**config.mk**
```make
export PLATFORM = sky130hd
export DESIGN_NAME = bcbf_cell
export DESIGN_NICKNAME = d
export VERILOG_FILES = /design/src/hdl/bcbf_pkg.sv /design/src/hdl/bcbf_cell.sv
export SDC_FILE = /design/constraint.sdc
export NUM_CORES = 2
export LEC_CHECK = 0
export BUFFER_PORTS_ARGS = -buffer_cell sky130_fd_sc_hd__buf_2
export CORE_MARGIN = 2
export CORE_UTILIZATION = 60
export CTS_CLUSTER_SIZE = 25
export DETAILED_ROUTE_END_ITERATION = 8
export GPL_ROUTABILITY_DRIVEN = 0
export PLACE_DENSITY_LB_ADDON = 0.12
export SETUP_SLACK_MARGIN = 0.4
export SYNTH_ARGS = -nofsm -noshare
export SYNTH_HDL_FRONTEND = slang
export SYNTH_SLANG_ARGS = --single-unit
```
**constraint.sdc**
```tcl
create_clock -name clk -period 10.95 [get_ports clk]
set_clock_uncertainty 0.2 [all_clocks]
set_input_delay 1.095 -clock clk [delete_from_list [all_inputs] [get_ports clk]]
set_output_delay 1.095 -clock clk [all_outputs]
set_load 0.02 [all_outputs]
```
**src/hdl/bcbf_pkg.sv**
```systemverilog
// Shared types, widths and fixed-point coefficients for the biquad cascade.
// No dependencies; imported by every module of the block.
`default_nettype none

package bcbf_pkg;

  localparam int STATE_FRAC_BITS = 12;
  localparam int COEF_FRAC_BITS  = 14;
  localparam int SECTIONS        = 4;

  localparam int SAMPLE_W = 10;
  localparam int OUT_W    = 12;
  localparam int DATA_W   = 32;
  localparam int COEF_W   = COEF_FRAC_BITS + 2;
  localparam int PROD_W   = DATA_W + COEF_W;
  localparam int ACC_W    = PROD_W + 2;

  localparam longint E8_SCALE = 100000000;

  typedef logic signed [DATA_W-1:0] data_t;
  typedef logic signed [COEF_W-1:0] coef_t;

  // Per-section setup handed to each cell.
  typedef struct packed {
    coef_t na1;      // negated first feedback coefficient
    coef_t na2;      // negated second feedback coefficient
    logic  lowpass;  // feed-forward through coefficient products
    logic  tap_neg;  // integer middle tap is -2 rather than +2
  } cell_cfg_t;

  // Coefficients in units of 1e-8.
  localparam longint FB_FIRST_E8 [SECTIONS] = '{
    64'sd5159732, -64'sd53945795, 64'sd47319594, -64'sd100211112
  };
  localparam longint FB_SECOND_E8 [SECTIONS] = '{
    64'sd36347401, 64'sd39764934, 64'sd70744137, 64'sd74520226
  };
  localparam longint LP_B0_E8 = 64'sd1856301;
  localparam longint LP_B1_E8 = 64'sd3712602;

  // Scale to COEF_FRAC_BITS, rounding half away from zero.
  function automatic coef_t to_coef(input longint e8);
    longint mag;
    mag = (e8 < 0) ? -e8 : e8;
    mag = ((mag <<< COEF_FRAC_BITS) + E8_SCALE / 2) / E8_SCALE;
    return coef_t'((e8 < 0) ? -mag : mag);
  endfunction

  localparam coef_t LP_B0 = to_coef(LP_B0_E8);
  localparam coef_t LP_B1 = to_coef(LP_B1_E8);

  function automatic cell_cfg_t section_cfg(input int k);
    cell_cfg_t c;
    c.na1     = to_coef(-FB_FIRST_E8[k]);
    c.na2     = to_coef(-FB_SECOND_E8[k]);
    c.lowpass = (k == 0);
    c.tap_neg = (k != 2);
    return c;
  endfunction

endpackage

`default_nettype wire

```
**src/hdl/bcbf_cell.sv**
```systemverilog
// One direct-form-II biquad section with its two delay registers.
// Depends on bcbf_pkg; one shared multiplier sequenced over the products.
`default_nettype none

module bcbf_cell import bcbf_pkg::*; (
  input  logic      clk,
  input  logic      rst_n,
  input  cell_cfg_t cfg,
  input  logic      in_valid,
  output logic      in_ready,
  input  data_t     in_x,
  output logic      out_valid,
  input  logic      out_ready,
  output data_t     out_y
);

  typedef logic signed [PROD_W-1:0] prod_t;
  typedef logic signed [ACC_W-1:0]  acc_t;

  typedef enum logic [3:0] {
    S_IDLE, S_FB1, S_FB2, S_FBW, S_LP1, S_LP2, S_LP3, S_LPY, S_TAP, S_DONE
  } state_t;

  localparam data_t D_MAX = {1'b0, {(DATA_W-1){1'b1}}};
  localparam data_t D_MIN = {1'b1, {(DATA_W-1){1'b0}}};
  localparam acc_t  HALF  = acc_t'(1) <<< (COEF_FRAC_BITS - 1);

  function automatic data_t sat_data(input acc_t v);
    if (v > acc_t'(D_MAX)) begin
      return D_MAX;
    end
    if (v < acc_t'(D_MIN)) begin
      return D_MIN;
    end
    return data_t'(v);
  endfunction

  state_t state_r;
  data_t  z1_r, z2_r, x_r, w_r, y_r;
  acc_t   acc_r;
  prod_t  prod_r;

  data_t  mul_a;
  coef_t  mul_c;
  prod_t  prod_nxt;
  acc_t   acc_nxt;
  acc_t   rnd;
  data_t  rnd_nxt;
  acc_t   z1x2;
  acc_t   tap_sum;
  data_t  tap_nxt;

  // Pick the operands of the shared multiplier.
  always_comb begin
    mul_a = '0;
    mul_c = '0;
    unique case (state_r)
      S_FB1: begin mul_a = z1_r; mul_c = cfg.na1; end
      S_FB2: begin mul_a = z2_r; mul_c = cfg.na2; end
      S_LP1: begin mul_a = w_r;  mul_c = LP_B0;   end
      S_LP2: begin mul_a = z1_r; mul_c = LP_B1;   end
      S_LP3: begin mul_a = z2_r; mul_c = LP_B0;   end
      default: begin mul_a = '0; mul_c = '0; end
    endcase
  end

  assign prod_nxt = prod_t'(mul_a) * prod_t'(mul_c);
  assign acc_nxt  = acc_r + acc_t'(prod_r);
  // Round half up, then clamp to the signal range.
  assign rnd      = (acc_nxt + HALF) >>> COEF_FRAC_BITS;
  assign rnd_nxt  = sat_data(rnd);

  assign z1x2     = acc_t'(z1_r) <<< 1;
  assign tap_sum  = acc_t'(w_r) + acc_t'(z2_r) + (cfg.tap_neg ? -z1x2 : z1x2);
  assign tap_nxt  = sat_data(tap_sum);

  always_ff @(posedge clk) begin
    if (!rst_n) begin
      state_r <= S_IDLE;
      z1_r    <= '0;
      z2_r    <= '0;
    end else begin
      unique case (state_r)
        S_IDLE: begin
          if (in_valid) begin
            x_r     <= in_x;
            state_r <= S_FB1;
          end
        end
        S_FB1: begin
          acc_r   <= acc_t'(x_r) <<< COEF_FRAC_BITS;
          prod_r  <= prod_nxt;
          state_r <= S_FB2;
        end
        S_FB2: begin
          acc_r   <= acc_nxt;
          prod_r  <= prod_nxt;
          state_r <= S_FBW;
        end
        S_FBW: begin
          w_r     <= rnd_nxt;
          state_r <= cfg.lowpass ? S_LP1 : S_TAP;
        end
        S_LP1: begin
          acc_r   <= '0;
          prod_r  <= prod_nxt;
          state_r <= S_LP2;
        end
        S_LP2: begin
          acc_r   <= acc_nxt;
          prod_r  <= prod_nxt;
          state_r <= S_LP3;
        end
        S_LP3: begin
          acc_r   <= acc_nxt;
          prod_r  <= prod_nxt;
          state_r <= S_LPY;
        end
        S_LPY: begin
          y_r     <= rnd_nxt;
          z2_r    <= z1_r;
          z1_r    <= w_r;
          state_r <= S_DONE;
        end
        S_TAP: begin
          y_r     <= tap_nxt;
          z2_r    <= z1_r;
          z1_r    <= w_r;
          state_r <= S_DONE;
        end
        S_DONE: begin
          // Hold the result until the next section takes the beat.
          if (out_ready) begin
            state_r <= S_IDLE;
          end
        end
        default: state_r <= S_IDLE;
      endcase
    end
  end

  assign in_ready  = (state_r == S_IDLE);
  assign out_valid = (state_r == S_DONE);
  assign out_y     = y_r;

endmodule

`default_nettype wire

```
==> key figures <==
Outcome
  • Status: complete, but fails checks
  • Failing checks: DRC

Finish
  • Most common cell after layout, fill and taps aside: inv_1
  • Ant diodes: 0
  • Share of cells above drive strength 1: under 10%
  • P&R area growth vs syn: 5.93%
  • Area occupied by multi-input gates: ~26000 um2
  • Most frequent cells in the layout: inv_1 (724), nand2_1 (659), fa_1 (536)
  • Nets: approximately 5100
  • Fillers: approximately 5300
  • Reg area: just over 7000 um2

Placed design
  • Post-place setup slack: between 1 and 1.5 ns
  • Port buffer count: 103
  • HPWL after DPL: between 80 and 90 mm

Pwr
  • Peak VDD IR: 0.122 mV
  • Leakage: ~18 nW
  • Sw power: 1.41 mW
  • Clock share of power: approximately 28%
  • Share of power burned in registers: around a third
  • Switching share of power: between 30% and 40%
  • Power density cells: around 93 nW/um2
  • Internal cell power: roughly 2.2 mW
  • Comb pwr share: between 30% and 40%

Clock network
  • CTS tree: built
  • H-tree Lvls: 1
  • Clock slew at reported path FFs: approximately 0.060 ns
  • CTS Buffer Depth: 3
  • Setup Fix Bufs, Post-CTS: 0
  • CTS Buf Count: 30
  • CTS Sinks: about 260
  • Clk_lat worst skew: around 0.63 ns
  • Clk root buf: clkbuf_16

Setup path
  • Arr. time, crit path: ~9.8 ns
  • Buf+Inv Stages, Crit Path: 6
  • Crit path top cell by count: fa_1
  • Worst setup path class: reg -> reg
  • Worst setup SP type: flop
  • Critical path's largest stage delay: ~0.67 ns
  • CP delay by family, top: adder cells
  • CP Max Fanout: 24
  • Slowest-stage cell, CP: nor2_2
  • Crit. End Element: flop
  • Worst EP required: 11.07 ns

Logic synthesis
  • Async SR Flop Fraction: 0%
  • Mapped Area: 36900 um2
  • EDFF count, synth: a little under 200
  • Syn Nets: 5072
  • Synth Register Bits: 262
  • Yosys cell types: 87
  • Mapped Avg Cell Area: between 8 and 9 um2
  • Syn Inst Count: around 4300
  • Dominant synthesized flop cell: edfxtp_1
  • Post-synthesis sequential area ratio: approximately a fifth
  • Ys Warns: 0

Timing
  • Period utilisation layout: between 80% and 90%
  • Final hold viol count: 0
  • Pin slew with the least headroom to its limit: ~1.1 ns
  • Max frequency: 103 MHz
  • Final TNS setup: 0 ns
  • # setup viols final: 0
  • Worst slew margin: between 20% and 30%
  • Fin. max-slew vios: 0
  • Final WS setup: around 1.3 ns
  • RSZ-0062 raised after global routing: false
  • Min Tclk post-route: 9.66 ns

Global routing
  • GRT Residual Overflow: 0
  • All-Layer GR Usage: around a third
  • Antenna violations before repair: 1
  • Largest net degree at the start of global routing: 72
  • Global-route wire length before repair: 163 mm
  • Vias in the first global route: slightly below 30000

Floorplan
  • Die area: roughly 64000 um2
  • Die Span X: about 250 um
  • Starting Density: 61.0%
  • Die Y: 252 um
  • Core Area: ~61000 um2
  • I/O pin total: around 100
  • Row cnt: 90

Detailed routing
  • Detail Route Antenna Nets: 0
  • Vias per cell: 5.98
  • Drt first pass iters: 9
  • Wire length per cell: roughly 20 um
  • Routed vias: 30200
  • DRT iter0 DRCs: approximately 3000
  • Routed WL: between 100 and 150 mm
  • # DRC: 31

Worst hold path
  • Worst min-delay path class: reg -> reg

Run
  • Max-Cap Viols: 0
## Yosys cell counts, types with 46 or more instances
library cell,number,area [um2]
o21ai_0,143,716
clkbuf_1,173,649
and2_1,49,307
a22oi_1,46,345
nand3_1,48,240
inv_1,724,2720
a21boi_0,66,495
edfxtp_1,194,5830
a21o_1,69,518
nor2_1,373,1400
fa_1,536,10700
ha_1,215,2690
a21oi_1,176,881
nand2_1,659,2470
dfxtp_1,68,1360
xor2_1,63,552
xnor2_1,118,1030
## final cells by class
type	count	area share, %
multi-input combinational	3072	67.4
clock buffer	40	2.15
clock inverter	15	0.345
timing repair buffer	155	2.32
tap	782	2.50
inverter	725	6.96
sequential	262	18.4
## sequential cells by signal (all words and copies together) (netlist names)
register  count
acc_r        50
out_y        32
prod_r       48
state_r       4
w_r          32
x_r          32
z1_r         32
z2_r         32
## repair_timing
action / CTS / global route
gates resized for setup: 0 / 1
setup endpoints to repair: 0 / 1
hold buffers: 0 / 0
## per-layer routing
| metal | track usage (%) | part of all wire (%) | vias to the layer above |
|---|---|---|---|
| li1 | - | - | 13800 |
| met1 | 43.4 | 39 | 14800 |
| met2 | 55.8 | 48 | 1322 |
| met3 | 4.13 | 7.5 | 283 |
| met4 | 14.0 | 5.2 | 4 |
| met5 | 0 | 0.022 | - |
## stage by stage
step	cells	power (mW)	hold WS, ns	util [%]	area (um2)
floorplan	4251	2.21	0.254	-	36900
global placement	4996	2.61	0.269	63.0	38100
detailed placement	4996	2.62	0.278	63.0	38100
CTS	5051	3.62	0.286	64.6	39100
global route	5051	3.83	0.306	64.6	39100
finish	5051	3.63	0.292	64.6	39100
## power by group through the flow
| stage | Sequential [mW] | Clock [mW] | Combinational [mW] |
|---|---|---|---|
| 4_1_cts | 1.20 | 1.01 | 1.41 |
| 3_5_place_dp | 1.22 | 0 | 1.40 |
| 3_3_place_gp | 1.22 | 0 | 1.39 |
| 2_1_floorplan | 1.20 | 0 | 1.00 |
| 5_1_grt | 1.20 | 1.06 | 1.57 |
| 6_report | 1.20 | 0.998 | 1.43 |
## worst reg2reg max path, delay by kind of cell, from the launching register on
family / cells / cell delay (ns)
fa+ha+maj: 7 / 3.47
compound gates: 13 / 3.11
simple gates: 4 / 1.37
buf+inv: 6 / 0.87
flops: 1 / 0.30
xor+xnor: 1 / 0.08
## final timing paths
path	from	endpoint	slack (ns)	cells after the start
min reg2reg	z2_r[6]	z2_r[6]	0.29	2
max	state_r[3]	prod_r[44]	1.29	31
min	z2_r[6]	z2_r[6]	0.29	2
max reg2reg	state_r[3]	prod_r[44]	1.29	31
## cell families after synthesis
kind of cell	count (synthesis)	share of synthesized area (%)
AND/OR/NAND/NOR	1369	16.3
buffers and inverters	917	9.42
AO/OA/AOI/OAI	763	13.9
adder cells (fa/ha/maj)	751	36.3
flip-flops	262	19.5
XOR/XNOR	181	4.29
multiplexers	8	0.217
(Power assumes the default switching activity.)
